<file path="src/hdl/cre_pkg.sv">
// shared constants, types and coefficient table for the curve evaluator
`timescale 1ns / 1ps
`default_nettype none
package cre_pkg;

    localparam int MAX_KEYS = 16;
    localparam int AW       = $clog2(MAX_KEYS);
    localparam int CW       = $clog2(MAX_KEYS + 1);
    localparam int KC_W     = 5;
    localparam int DIV_STEPS = 16;

    // result source codes
    localparam logic [2:0] RS_ZERO   = 3'd0;
    localparam logic [2:0] RS_FEW    = 3'd1;
    localparam logic [2:0] RS_LOW    = 3'd2;
    localparam logic [2:0] RS_HIGH   = 3'd3;
    localparam logic [2:0] RS_INTERP = 3'd4;

    // status codes
    localparam logic [1:0] ST_OK    = 2'd0;
    localparam logic [1:0] ST_FEW   = 2'd1;
    localparam logic [1:0] ST_CLAMP = 2'd2;

    // catmull-rom basis coefficients, row per neighbor key, cubic term first
    localparam logic signed [3:0] BASIS_COEF [16] = '{
        -4'sd1,  4'sd2, -4'sd1,  4'sd0,
         4'sd3, -4'sd5,  4'sd0,  4'sd2,
        -4'sd3,  4'sd4,  4'sd1,  4'sd0,
         4'sd1, -4'sd1,  4'sd0,  4'sd0
    };

    typedef struct packed {
        logic          wr_en;
        logic          load_t;
        logic          rd_en;
        logic [AW-1:0] rd_addr;
        logic          cap_key;
        logic          div_init;
        logic          div_step;
        logic          h2_en;
        logic          h3_en;
        logic          w_en;
        logic [1:0]    w_row;
        logic          mac_clr;
        logic          mac_en;
        logic          res_load;
        logic [2:0]    res_sel;
    } t_cmd;

    typedef struct packed {
        logic x_ge_t;
        logic out_busy;
    } t_sts;

endpackage
`default_nettype wire

</file>
<file path="src/hdl/cre_in_if.sv">
// input item channel
`timescale 1ns / 1ps
`default_nettype none
interface cre_in_if;
    logic               valid;
    logic               ready;
    logic               action;
    logic [3:0]         key_index;
    logic [15:0]        key_x;
    logic signed [15:0] key_y;
    logic [15:0]        position;

    modport source (output valid, action, key_index, key_x, key_y, position, input ready);
    modport sink   (input valid, action, key_index, key_x, key_y, position, output ready);
endinterface
`default_nettype wire

</file>
<file path="src/hdl/cre_out_if.sv">
// result item channel
`timescale 1ns / 1ps
`default_nettype none
interface cre_out_if;
    logic               valid;
    logic               ready;
    logic signed [17:0] curve_value;
    logic [1:0]         status;

    modport source (output valid, curve_value, status, input ready);
    modport sink   (input valid, curve_value, status, output ready);
endinterface
`default_nettype wire

</file>
<file path="src/hdl/cre_ram.sv">
// generic single write port ram with registered read
`timescale 1ns / 1ps
`default_nettype none
module cre_ram #(
    parameter int WIDTH = 32,
    parameter int DEPTH = 16
) (
    input  wire logic                     i_clk,
    input  wire logic                     i_we,
    input  wire logic [$clog2(DEPTH)-1:0] i_waddr,
    input  wire logic [WIDTH-1:0]         i_wdata,
    input  wire logic                     i_re,
    input  wire logic [$clog2(DEPTH)-1:0] i_raddr,
    output logic      [WIDTH-1:0]         o_rdata
);
    logic [WIDTH-1:0] r_mem [DEPTH];

    // write port and registered read port
    always_ff @(posedge i_clk) begin
        if (i_we) begin
            r_mem[i_waddr] <= i_wdata;
        end
        if (i_re) begin
            o_rdata <= r_mem[i_raddr];
        end
    end
endmodule
`default_nettype wire

</file>
<file path="src/hdl/cre_dp.sv">
// datapath: key store, search compare, divider, basis weights and accumulator
`timescale 1ns / 1ps
`default_nettype none
module cre_dp
    import cre_pkg::*;
(
    input  wire logic               i_clk,
    input  wire logic               i_rst_n,
    input  wire t_cmd               i_cmd,
    output t_sts                    o_sts,
    input  wire logic [3:0]         i_key_index,
    input  wire logic [15:0]        i_key_x,
    input  wire logic [15:0]        i_key_y,
    input  wire logic [15:0]        i_position,
    input  wire logic               i_out_ready,
    output logic                    o_out_valid,
    output logic signed [17:0]      o_curve_value,
    output logic [1:0]              o_status
);
    logic [31:0]        rdata;
    logic [15:0]        rd_x;
    logic signed [15:0] rd_y;
    logic               key_ok;

    logic [15:0]        r_t, r_xprev;
    logic signed [15:0] r_yprev;
    logic [15:0]        r_den, r_rem;
    logic [16:0]        r_h;
    logic [33:0]        r_h2;
    logic [48:0]        r_h3;
    logic signed [19:0] r_w;
    logic signed [37:0] r_acc;
    logic               r_valid;
    logic signed [17:0] r_curve;
    logic [1:0]         r_status;

    logic [15:0]        num, den;
    logic [16:0]        rem2;
    logic               rem_ge;
    logic signed [52:0] poly;
    logic signed [52:0] poly_r;
    logic signed [35:0] prod;
    logic signed [37:0] acc_r;
    logic signed [21:0] res;
    logic signed [17:0] res_sat;

    assign key_ok = 32'(i_key_index) < MAX_KEYS;

    cre_ram #(.WIDTH(32), .DEPTH(MAX_KEYS)) u_keys (
        .i_clk   (i_clk),
        .i_we    (i_cmd.wr_en && key_ok),
        .i_waddr (AW'(i_key_index)),
        .i_wdata ({i_key_x, i_key_y}),
        .i_re    (i_cmd.rd_en),
        .i_raddr (i_cmd.rd_addr),
        .o_rdata (rdata)
    );

    assign rd_x = rdata[31:16];
    assign rd_y = $signed(rdata[15:0]);

    assign o_sts.x_ge_t   = rd_x >= r_t;
    assign o_sts.out_busy = r_valid && !i_out_ready;

    // divider operands and one restoring step
    assign num    = r_t - r_xprev;
    assign den    = rd_x - r_xprev;
    assign rem2   = {r_rem, 1'b0};
    assign rem_ge = rem2 >= {1'b0, r_den};

    // basis polynomial for the selected row, scaled by 2^48
    always_comb begin
        poly = 53'(BASIS_COEF[{i_cmd.w_row, 2'd0}]) * $signed({4'd0, r_h3})
             + 53'(BASIS_COEF[{i_cmd.w_row, 2'd1}]) * $signed({3'd0, r_h2, 16'd0})
             + 53'(BASIS_COEF[{i_cmd.w_row, 2'd2}]) * $signed({4'd0, r_h, 32'd0})
             + 53'(BASIS_COEF[{i_cmd.w_row, 2'd3}]) * $signed({5'd1, 48'd0});
        poly_r = (poly + $signed(53'd1 << 32)) >>> 33;
    end

    assign prod  = r_w * rd_y;
    assign acc_r = (r_acc + 38'sd32768) >>> 16;
    assign res   = acc_r[21:0];

    // saturate to 18 bits
    always_comb begin
        if (res > 22'sd131071) begin
            res_sat = 18'sd131071;
        end else if (res < -22'sd131072) begin
            res_sat = -18'sd131072;
        end else begin
            res_sat = res[17:0];
        end
    end

    // search, divide and multiply registers
    always_ff @(posedge i_clk) begin
        if (i_cmd.load_t) begin
            r_t <= i_position;
        end
        if (i_cmd.cap_key) begin
            r_xprev <= rd_x;
            r_yprev <= rd_y;
        end
        if (i_cmd.div_init) begin
            r_den <= den;
            r_rem <= (num >= den) ? num - den : num;
            r_h   <= {16'd0, num >= den};
        end else if (i_cmd.div_step) begin
            r_rem <= rem_ge ? 16'(rem2 - {1'b0, r_den}) : rem2[15:0];
            r_h   <= {r_h[15:0], rem_ge};
        end
        if (i_cmd.h2_en) begin
            r_h2 <= r_h * r_h;
        end
        if (i_cmd.h3_en) begin
            r_h3 <= 49'(r_h2 * r_h);
        end
        if (i_cmd.w_en) begin
            r_w <= poly_r[19:0];
        end
        if (i_cmd.mac_clr) begin
            r_acc <= '0;
        end else if (i_cmd.mac_en) begin
            r_acc <= r_acc + 38'(prod);
        end
    end

    // output register
    always_ff @(posedge i_clk) begin
        if (!i_rst_n) begin
            r_valid <= 1'b0;
        end else if (i_cmd.res_load) begin
            r_valid <= 1'b1;
        end else if (i_out_ready) begin
            r_valid <= 1'b0;
        end
    end

    always_ff @(posedge i_clk) begin
        if (i_cmd.res_load) begin
            case (i_cmd.res_sel)
                RS_ZERO: begin
                    r_curve  <= '0;
                    r_status <= ST_OK;
                end
                RS_FEW: begin
                    r_curve  <= '0;
                    r_status <= ST_FEW;
                end
                RS_LOW: begin
                    r_curve  <= 18'(r_yprev);
                    r_status <= (r_xprev != r_t) ? ST_CLAMP : ST_OK;
                end
                RS_HIGH: begin
                    r_curve  <= 18'(r_yprev);
                    r_status <= ST_CLAMP;
                end
                RS_INTERP: begin
                    r_curve  <= res_sat;
                    r_status <= ST_OK;
                end
                default: begin
                    r_curve  <= '0;
                    r_status <= ST_OK;
                end
            endcase
        end
    end

    assign o_out_valid   = r_valid;
    assign o_curve_value = r_curve;
    assign o_status      = r_status;
endmodule
`default_nettype wire

</file>
<file path="src/hdl/cre_ctrl.sv">
// controller: key count register and evaluation sequencer
`timescale 1ns / 1ps
`default_nettype none
module cre_ctrl
    import cre_pkg::*;
(
    input  wire logic            i_clk,
    input  wire logic            i_rst_n,
    input  wire logic            i_cfg_we,
    input  wire logic [KC_W-1:0] i_cfg_wdata,
    input  wire logic            i_in_valid,
    input  wire logic            i_in_action,
    output logic                 o_in_ready,
    output t_cmd                 o_cmd,
    input  wire t_sts            i_sts
);
    localparam logic [3:0] S_IDLE = 4'd0;
    localparam logic [3:0] S_RD   = 4'd1;
    localparam logic [3:0] S_CMP  = 4'd2;
    localparam logic [3:0] S_DIV  = 4'd3;
    localparam logic [3:0] S_H2   = 4'd4;
    localparam logic [3:0] S_H3   = 4'd5;
    localparam logic [3:0] S_WRD  = 4'd6;
    localparam logic [3:0] S_WMAC = 4'd7;
    localparam logic [3:0] S_DONE = 4'd8;

    logic [3:0]      r_state, n_state;
    logic [KC_W-1:0] r_key_count;
    logic [CW-1:0]   r_k, n_k;
    logic [1:0]      r_i, n_i;
    logic [3:0]      r_cnt, n_cnt;
    logic [2:0]      r_sel, n_sel;

    logic [CW-1:0]         n_keys;
    logic signed [CW+1:0]  kn;
    logic signed [CW+1:0]  klast;
    logic [AW-1:0]         kn_addr;
    logic                  accept;

    // effective key count
    assign n_keys = (32'(r_key_count) < MAX_KEYS) ? CW'(r_key_count) : CW'(MAX_KEYS);

    // neighbor index clamped to the table
    always_comb begin
        kn    = $signed({2'b00, r_k}) + $signed({{CW{1'b0}}, r_i}) - $signed((CW+2)'(2));
        klast = $signed({2'b00, n_keys}) - $signed((CW+2)'(1));
        if (kn < 0) begin
            kn_addr = '0;
        end else if (kn > klast) begin
            kn_addr = klast[AW-1:0];
        end else begin
            kn_addr = kn[AW-1:0];
        end
    end

    assign o_in_ready = (r_state == S_IDLE);
    assign accept     = i_in_valid && o_in_ready;

    // next state and commands
    always_comb begin
        n_state = r_state;
        n_k     = r_k;
        n_i     = r_i;
        n_cnt   = r_cnt;
        n_sel   = r_sel;
        o_cmd   = '0;
        o_cmd.res_sel = r_sel;
        o_cmd.w_row   = r_i;
        case (r_state)
            S_IDLE: begin
                if (accept) begin
                    if (!i_in_action) begin
                        o_cmd.wr_en = 1'b1;
                        n_sel   = RS_ZERO;
                        n_state = S_DONE;
                    end else if (n_keys < CW'(2)) begin
                        n_sel   = RS_FEW;
                        n_state = S_DONE;
                    end else begin
                        o_cmd.load_t = 1'b1;
                        n_k     = '0;
                        n_state = S_RD;
                    end
                end
            end
            S_RD: begin
                o_cmd.rd_en   = 1'b1;
                o_cmd.rd_addr = r_k[AW-1:0];
                n_state = S_CMP;
            end
            S_CMP: begin
                if (i_sts.x_ge_t) begin
                    if (r_k == '0) begin
                        o_cmd.cap_key = 1'b1;
                        n_sel   = RS_LOW;
                        n_state = S_DONE;
                    end else begin
                        o_cmd.div_init = 1'b1;
                        o_cmd.mac_clr  = 1'b1;
                        n_cnt   = '0;
                        n_state = S_DIV;
                    end
                end else begin
                    o_cmd.cap_key = 1'b1;
                    if (r_k == n_keys - CW'(1)) begin
                        n_sel   = RS_HIGH;
                        n_state = S_DONE;
                    end else begin
                        n_k     = r_k + CW'(1);
                        n_state = S_RD;
                    end
                end
            end
            S_DIV: begin
                o_cmd.div_step = 1'b1;
                n_cnt = r_cnt + 4'd1;
                if (r_cnt == 4'(DIV_STEPS - 1)) begin
                    n_state = S_H2;
                end
            end
            S_H2: begin
                o_cmd.h2_en = 1'b1;
                n_state = S_H3;
            end
            S_H3: begin
                o_cmd.h3_en = 1'b1;
                n_i     = '0;
                n_state = S_WRD;
            end
            S_WRD: begin
                o_cmd.rd_en   = 1'b1;
                o_cmd.rd_addr = kn_addr;
                o_cmd.w_en    = 1'b1;
                n_state = S_WMAC;
            end
            S_WMAC: begin
                o_cmd.mac_en = 1'b1;
                if (r_i == 2'd3) begin
                    n_sel   = RS_INTERP;
                    n_state = S_DONE;
                end else begin
                    n_i     = r_i + 2'd1;
                    n_state = S_WRD;
                end
            end
            S_DONE: begin
                if (!i_sts.out_busy) begin
                    o_cmd.res_load = 1'b1;
                    n_state = S_IDLE;
                end
            end
            default: begin
                n_state = S_IDLE;
            end
        endcase
    end

    // control registers
    always_ff @(posedge i_clk) begin
        if (!i_rst_n) begin
            r_state     <= S_IDLE;
            r_key_count <= '0;
            r_k         <= '0;
            r_i         <= '0;
            r_cnt       <= '0;
            r_sel       <= RS_ZERO;
        end else begin
            r_state <= n_state;
            r_k     <= n_k;
            r_i     <= n_i;
            r_cnt   <= n_cnt;
            r_sel   <= n_sel;
            if (i_cfg_we) begin
                r_key_count <= i_cfg_wdata;
            end
        end
    end

`ifndef SYNTH
    // search index stays inside the keys in use
    a_k_range: assert property (@(posedge i_clk) disable iff (!i_rst_n)
        (r_state == S_CMP) |-> (r_k < n_keys))
        else $error("search index beyond key count");

    // a key write goes straight to the result state
    a_write_done: assert property (@(posedge i_clk) disable iff (!i_rst_n)
        (accept && !i_in_action) |=> (r_state == S_DONE))
        else $error("key write did not go to result");

    // a result is loaded only into a free output register
    a_load_free: assert property (@(posedge i_clk) disable iff (!i_rst_n)
        o_cmd.res_load |-> !i_sts.out_busy)
        else $error("result loaded over a pending item");

    // divider leaves after its last step
    a_div_exit: assert property (@(posedge i_clk) disable iff (!i_rst_n)
        (r_state == S_DIV && r_cnt == 4'(DIV_STEPS - 1)) |=> (r_state == S_H2))
        else $error("divider step count wrong");
`endif
endmodule
`default_nettype wire

</file>
<file path="src/hdl/catmull_rom_curve_eval_unit.sv">
// top level of the catmull-rom curve evaluator
// a key write or a too-few-keys evaluation goes from accept straight to the result state
// evaluation: a read and a compare per key searched (up to 16 keys), then 16 divider steps, the
// h squared and h cubed products, then a read and multiply-accumulate for each of four basis terms
// one item at a time; the next item is accepted while the last result waits
// reset (synchronous, active low) clears key_count to 0; key slots are undefined until written
`timescale 1ns / 1ps
`default_nettype none
module catmull_rom_curve_eval_unit
    import cre_pkg::*;
(
    input  wire logic            i_clk,
    input  wire logic            i_rst_n,
    input  wire logic            i_cfg_we,
    input  wire logic [KC_W-1:0] i_cfg_wdata,
    cre_in_if.sink               i_item,
    cre_out_if.source            o_result
);
    t_cmd cmd;
    t_sts sts;

    // sequencer
    cre_ctrl u_ctrl (
        .i_clk       (i_clk),
        .i_rst_n     (i_rst_n),
        .i_cfg_we    (i_cfg_we),
        .i_cfg_wdata (i_cfg_wdata),
        .i_in_valid  (i_item.valid),
        .i_in_action (i_item.action),
        .o_in_ready  (i_item.ready),
        .o_cmd       (cmd),
        .i_sts       (sts)
    );

    // arithmetic and key store
    cre_dp u_dp (
        .i_clk         (i_clk),
        .i_rst_n       (i_rst_n),
        .i_cmd         (cmd),
        .o_sts         (sts),
        .i_key_index   (i_item.key_index),
        .i_key_x       (i_item.key_x),
        .i_key_y       (i_item.key_y),
        .i_position    (i_item.position),
        .i_out_ready   (o_result.ready),
        .o_out_valid   (o_result.valid),
        .o_curve_value (o_result.curve_value),
        .o_status      (o_result.status)
    );
endmodule
`default_nettype wire

</file>
<file path="src/flat_wrapper.sv">
// flat-port wrapper written by rule: the top's interface ports become plain ports
module catmull_rom_curve_eval_unit_flat import cre_pkg::*;
  (i_clk, i_rst_n, i_cfg_we, i_cfg_wdata, i_item_valid, i_item_action, i_item_key_index, i_item_key_x, i_item_key_y, i_item_position, i_item_ready, o_result_valid, o_result_curve_value, o_result_status, o_result_ready);
  cre_in_if i_item_i ();
  cre_out_if o_result_i ();
  input  wire logic i_clk;
  input  wire logic i_rst_n;
  input  wire logic i_cfg_we;
  input  wire logic [KC_W-1:0] i_cfg_wdata;
  input wire logic [$bits(i_item_i.valid)-1:0] i_item_valid;
  input wire logic [$bits(i_item_i.action)-1:0] i_item_action;
  input wire logic [$bits(i_item_i.key_index)-1:0] i_item_key_index;
  input wire logic [$bits(i_item_i.key_x)-1:0] i_item_key_x;
  input wire logic [$bits(i_item_i.key_y)-1:0] i_item_key_y;
  input wire logic [$bits(i_item_i.position)-1:0] i_item_position;
  output wire logic [$bits(i_item_i.ready)-1:0] i_item_ready;
  output wire logic [$bits(o_result_i.valid)-1:0] o_result_valid;
  output wire logic [$bits(o_result_i.curve_value)-1:0] o_result_curve_value;
  output wire logic [$bits(o_result_i.status)-1:0] o_result_status;
  input wire logic [$bits(o_result_i.ready)-1:0] o_result_ready;
  assign i_item_i.valid = i_item_valid;
  assign i_item_i.action = i_item_action;
  assign i_item_i.key_index = i_item_key_index;
  assign i_item_i.key_x = i_item_key_x;
  assign i_item_i.key_y = i_item_key_y;
  assign i_item_i.position = i_item_position;
  assign i_item_ready = i_item_i.ready;
  assign o_result_valid = o_result_i.valid;
  assign o_result_curve_value = o_result_i.curve_value;
  assign o_result_status = o_result_i.status;
  assign o_result_i.ready = o_result_ready;
  catmull_rom_curve_eval_unit u_core (.i_clk(i_clk), .i_rst_n(i_rst_n), .i_cfg_we(i_cfg_we), .i_cfg_wdata(i_cfg_wdata), .i_item(i_item_i), .o_result(o_result_i));
endmodule
</file>
<file path="config.mk">
export PLATFORM = sky130hd
export DESIGN_NAME = catmull_rom_curve_eval_unit_flat
export DESIGN_NICKNAME = d
export VERILOG_FILES = /design/src/hdl/cre_pkg.sv /design/src/hdl/cre_in_if.sv /design/src/hdl/cre_out_if.sv /design/src/hdl/cre_ram.sv /design/src/hdl/cre_dp.sv /design/src/hdl/cre_ctrl.sv /design/src/hdl/catmull_rom_curve_eval_unit.sv /design/src/flat_wrapper.sv
export SDC_FILE = /design/constraint.sdc
export NUM_CORES = 2
export LEC_CHECK = 0
export ABC_CLOCK_PERIOD_IN_PS = 11500
export BUFFER_PORTS_ARGS = -buffer_cell sky130_fd_sc_hd__buf_2
export CORE_MARGIN = 1
export CORE_UTILIZATION = 50
export DETAILED_ROUTE_END_ITERATION = 10
export GPL_ROUTABILITY_DRIVEN = 0
export PLACE_DENSITY = 0.74
export SLEW_MARGIN = 20
export SYNTH_ARGS = -nofsm -noshare
export SYNTH_HDL_FRONTEND = slang
export SYNTH_SLANG_ARGS = --single-unit
</file>
<file path="constraint.sdc">
create_clock -name i_clk -period 11.5 [get_ports i_clk]
set_input_delay 2.3 -clock i_clk [delete_from_list [all_inputs] [get_ports i_clk]]
set_output_delay 2.3 -clock i_clk [all_outputs]
set_load 0.01 [all_outputs]
</file>
# Word-level counts from Yosys, hierarchy flattened
# Memory sizes are Yosys's and may differ from the RTL's. A register that Yosys moved wholly into a read port is not among the register bits.
# Index checks and enable logic that the tools add are counted.
# W data, S select, Z words.
# totals
register_bits	282
latchBits	0
ram_bits	512
rom_bits	256
inputBits	63
out_inout_bits	22
mem_count	5
# classes
addsub	17
multipliers	6
div_mod_pow	0
n_lt_le_gt_ge	13
n_eq_ne	30
shifts	0
muxes	74
bitwise	4
reduce_logical	17
# mem_list
memory	depth	width	rd	rd_clocked_by_memory_dff	write_ports	line	text
u_core.u_dp.u_keys.r_mem	16	32	1	1	1	cre_ram.sv:16	logic [WIDTH-1:0] r_mem [DEPTH];
(name not given)	16	4	1	0	0	cre_dp.sv:76	+ 53'(BASIS_COEF[{i_cmd.w_row, 2'd3}]) * $signed({5'd1, 48'd0});
(name not given)	16	4	1	0	0	cre_dp.sv:75	+ 53'(BASIS_COEF[{i_cmd.w_row, 2'd2}]) * $signed({4'd0, r_h, 32'd0})
(name not given)	16	4	1	0	0	cre_dp.sv:74	+ 53'(BASIS_COEF[{i_cmd.w_row, 2'd1}]) * $signed({3'd0, r_h2, 16'd0})
(name not given)	16	4	1	0	0	cre_dp.sv:73	poly = 53'(BASIS_COEF[{i_cmd.w_row, 2'd0}]) * $signed({4'd0, r_h3})
# ops
op	count
$add A53 B53 Y53	2
$mux W4	21
$mux W16	4
$sub A16 B16 Y16	4
$add A53 B34 Y53 const B	1
$add A53 B52 Y53	1
$mul A4 B50 Y53	1
$mul A34 B17 Y49	1
$add A38 B17 Y38 const B	1
$add A38 B36 Y38	1
$mul A4 B35 Y37	1
$mul A20 B16 Y36	1
$mux W18	2
$pmux W18 S2	1
$pmux W4 S9	1
$mul A17 B17 Y34	1
$ge A16 B16 Y1	2
$mux W5	6
$gt A22 B18 Y1 const B	1
$lt A22 B18 Y1 const B	1
$mul A4 B18 Y21	1
$mux W1	21
$mux W3	7
$ge A5 B5 Y1 const B	4
other kinds (43)	74

# Longest topological paths before layout
# logic_depth
ltp_word	9
mapped_depth	42
depth_no_buf	38

# Cells and area by module
# Synthesis repeated with hierarchy kept, for this count alone.
# unflattened
cells_unflattened	7865
area_unflattened_um2	85816.1
# by_module_without_submodules
mod	instances	cells_each	area_per_inst_um2	seq_area_each_um2
cre_dp	1	6787	63679.8	7196.9
cre_ram	1	838	20155.6	16335.7
cre_ctrl	1	240	1980.6	460.4

# Worst setup path before layout
# OpenSTA, ideal clock, no wires.
# synth_timing
kind	reg2reg
startpoint	reg u_core.u_ctrl.r_i[0]
endpoint	reg u_core.u_dp.r_w[19] (data pin)
setup_time_ns	0.260
arrival_ns	8.893
slack_ns	2.347
stages_incl_launch_ff	39
path_buffers	3
path_cell_list	dfxtp_1 > clkbuf_1 > inv_2 > clkbuf_1 > ha_1 > clkbuf_1 > nor2b_1 > fa_1 > fa_1 > ha_1 > ha_1 > a21o_1 > a311o_1 > a31oi_1 > o21ai_0 > and4_1 > a31oi_1 > o21ai_0 > (+3 left out) > xnor2_1 > fa_1 > inv_1 > fa_1 > inv_1 > fa_1 > ha_1 > ha_1 > a21o_1 > a21o_1 > a21oi_1 > o21bai_1 > a31oi_1 > o21ai_0 > nor2_1 > a21oi_1 > xnor2_1 > xnor2_1
# synth_via
elab_chain_len	9
# synth_rtl
item	line	text
from (decl)	cre_ctrl.sv:30	logic [1:0] r_i, n_i;
from (signal assigned)	cre_ctrl.sv:170	r_i <= n_i;
$not A4 Y5 (on tied branches)	cre_dp.sv:73, cre_dp.sv:74	
$mem_v2 Z16 W4 (on tied branches)	--	
$mux W4 (on tied branches) (2 in series)	cre_dp.sv:73, cre_dp.sv:74	
$mul A4 B50 Y53 / $mul A4 B35 Y37 (equally long branches)	cre_dp.sv:73, cre_dp.sv:74	
$add A53 B53 Y53	cre_dp.sv:74	
$add A53 B53 Y53	cre_dp.sv:75	
$add A53 B52 Y53 (*)	cre_dp.sv:76	
$add A53 B34 Y53 (*)	cre_dp.sv:77	poly_r = (poly + $signed(53'd1 << 32)) >>> 33;
named net u_core.u_dp.poly_r[19]	cre_dp.sv:41	logic signed [52:0] poly_r;
to (signal assigned)	cre_dp.sv:119	r_w <= poly_r[19:0];
to (decl)	cre_dp.sv:31	logic signed [19:0] r_w;
# The timed path passes the listed nets; every way through them passes the cells marked *. The select of a mux whose other input is x is not followed.
# A chain may end at the register's enable or synchronous reset.

# Final worst setup path
# layout_timing
startpoint	reg u_core.u_ctrl.r_i[1]
endpoint	reg u_core.u_dp.r_w[19] (data pin)
# The elaborated chain is that of the path after synthesis.

==> impl_results.md <==
* Cell variety after synth at 77
* GR Util met2 at 40.6%
* Buffers & Inverters on Critical Path at 8
* First-pass GRT wire length at 327000 µm
* Vias in the first global route at 61600
* Initial drt markers at 4145
* Total Routing Usage GR at 23.8%
* Post-CTS Setup Repair Bufs at 0
* Synth warn at 0
* Number of synthesized flops with an enable pin at 747
* Hold Crit Depth at 2
* Hold slack at 0.459 ns
* Clk buf depth at 3
* Layout cells sized above 1 at 6.17%
* RSZ-0062 raised after global routing: no
* Final antenna-violating net count at 0
* Synth Cell Area at 0.0859 mm²
* Top delay family on crit path: adder cells
* Post-DP Area at 0.0887 mm²
* Port Buffers at 84
* Die Ht at 416 µm
* Avg Inst Size Synth at 10.5 µm²
* Area of the multi-input gates at 0.0554 mm²
* Final Hold Fails at 0
* Setup-failing EPs final at 0
* CTS tree: built
* Post-Synthesis Cells at 8151
* Area Overhead vs Synth at 6.80%
* Post-synth ARST share at 0%
* Setup_tns at 0 ns
* Initial Util at 50.5%
* CP dominant cell by count: fa_1
* Max Clk Rate at 0.103 GHz
* TritonRoute pass-1 iters at 7
* Slew margin rel. at 19.1%
* Levels on crit path at 38
* GRT Max-Usage Layer: met2
* GRT met1 Usage at 30.7%
* Crit. End Element: register
* # DRC at 0
* Fin nets at 10100
* Total number of vias at 57300
* CTS HTree Levels at 3
* Worst-path clk slew at 0.07 ns
* Area occupied by registers at 0.0240 mm²
* PD cells at 90.6 mW/mm²
* Post-DR vias/cell at 5.53
* Most frequent cells in the layout: 1408 x inv_1, 1275 x fa_1, 1066 x nand2_1
* Worst Reg-to-Reg Cells at 38
* Clk_skew at 0.0566 ns
* Root Buffer: clkbuf_16
* IO Count at 85
* Post-synthesis register bit count at 825
* Final slew viol count at 0
* Max_cap viols at 0
* Routed WL at 203000 µm
* Post-CTS sizing at 0
* Die area at 0.173 mm²
* Crit path kind: reg2reg
* CTS Sinks at 825
* Worst Tran Pin Value at 1.21 ns
* Critical path's slowest cell: fa_1
* Main synth FF type: edfxtp_1
* Crit Path Max Fanout at 50
* Setup WS pre-CTS at 1.79 ns
* GRT overflow at 0
* Routed length per placed instance at 19.6 µm
* Crit-path max cell delay at 0.53 ns
* Register area share after synthesis at 27.9%
* Die X-Extent at 416 µm
* Met3 Usage GRT at 4.11%
* Crit path arrival time at 10.16 ns
* Initial antenna violation count at 17
* Core area at 0.170 mm²
* Core Util, Final at 53.9%
* Status: finished, final reports clean
* Count of hold-fix buffers inserted at cts at 0
* # fillers at 14300
* Pleak at 39.9 nW
* WP data required at 11.92 ns
* Largest net degree at the start of global routing at 193
* Worst-case vdd ir drop at 0.126 mV
* Tightest Hold Check Type: reg2reg
* Setup crit start kind: register
* FP Rows at 151
* Min cycle time layout at 9.74 ns
* Final worst-path cycle share at 84.7%
* HPWL after detailed placement at 147000 µm
* Clock latency on the worst-skew pair at 0.72 ns
* Final Cell Area at 0.0917 mm²
* Commonest non-fill, non-tap cell in the layout: inv_1
* Setup ws final at 1.76 ns
* Cts bufs inserted at 89
synth_stat cells (all sizes together), types with 8 or more instances:
master | n | area (µm²)
and3 | 35 | 219
and2 | 381 | 2380
nor3 | 53 | 265
o21a | 32 | 240
a211oi | 27 | 213
ha | 676 | 8460
nor4 | 8 | 50.1
mux2i | 265 | 2650
xor2 | 81 | 709
xnor2 | 188 | 1650
a21oi | 256 | 1280
dfxtp | 78 | 1560
o211ai | 26 | 195
nand4 | 23 | 144
inv | 1412 | 5300
a22oi | 33 | 248
clkbuf | 324 | 1250
edfxtp | 747 | 22400
nand2 | 1066 | 4000
a21o | 110 | 833
mux2 | 66 | 743
or2 | 59 | 369
nor2b | 100 | 626
o31ai | 15 | 118
nand3 | 53 | 265
fa | 1275 | 25500
nand2b | 73 | 457
nor2 | 238 | 893
o21bai | 25 | 188
a21boi | 23 | 173
o221ai | 32 | 280
o21ai | 216 | 1080
or3 | 10 | 63.8
a31oi | 23 | 144
buf | 40 | 195
report_power, final:
part | switching (mW) | internal, mW
Combinational | 1.12 | 0.879
Clock | 1.28 | 1.70
Sequential | 0.0168 | 3.31
sequential cells by signal, indices dropped and copies added (netlist names), 5 cells and up:
name	cells
u_core.u_dp.r_w	20
u_core.u_dp.r_h2	33
u_core.u_dp.u_keys.o_rdata	32
u_core.u_ctrl.r_k	5
u_core.u_dp.r_rem	16
u_core.u_dp.u_keys.r_mem	512
u_core.u_dp.r_den	16
u_core.u_dp.r_h3	49
u_core.u_dp.r_xprev	16
u_core.u_dp.o_curve_value	18
u_core.u_dp.r_t	16
u_core.u_dp.r_h	17
u_core.u_dp.r_yprev	16
u_core.u_dp.r_acc	38
u_core.u_ctrl.r_key_count	5
layout make-up:
type,count,share of cell area [%]
Antenna cell,7,0.0191
Timing Repair Buffer,188,1.34
Clock buffer,110,2.56
Multi-Input combinational cell,5556,60.4
Tap cell,2218,3.03
Clock inverter,54,0.745
Inverter,1413,5.78
Sequential cell,825,26.2
worst register-to-register path, delay by kind of cell, from the launching register on:
family	cells	cell delay (ns)
AO/OA/AOI/OAI	13	2.48
XOR/XNOR	2	0.29
flip-flops	1	0.30
adder cells (fa/ha/maj)	11	4.47
AND/OR/NAND/NOR	4	0.58
buffers and inverters	8	1.33
stage by stage:
stage | power, mW | instances
floorplan | 4.94 | 8158
global placement | 5.32 | 10200
detailed placement | 5.37 | 10200
CTS | 8.35 | 10400
global route | 8.71 | 10400
finish | 8.31 | 10400
kinds of logic after synthesis:
kind of cell,Yosys count,synth area share (%)
buf+inv,1777,7.85
fa+ha+maj,1951,39.6
flops,825,27.9
simple gates,2130,11.6
mux,331,3.95
xor+xnor,269,2.74
other cells,2,0.00874
compound gates,866,6.32
per-layer routing:
layer	wire, µm	share of wire, %	vias to the layer above
li1	-	-	25900
met1	83400	41	29100
met2	99100	49	1922
met3	14200	7.0	428
met4	6500	3.2	6
met5	38	0.019	-
worst paths after layout:
path / from / to / slack, ns
setup / recovery: u_core.u_ctrl.r_i[1] / u_core.u_dp.r_w[19] / 1.76
hold / removal: u_core.u_dp.r_acc[0] / u_core.u_dp.r_acc[0] / 0.46
setup reg to reg: u_core.u_ctrl.r_i[1] / u_core.u_dp.r_w[19] / 1.76
hold reg to reg: u_core.u_dp.r_acc[0] / u_core.u_dp.r_acc[0] / 0.46
Power figures use the tool's default switching activity.
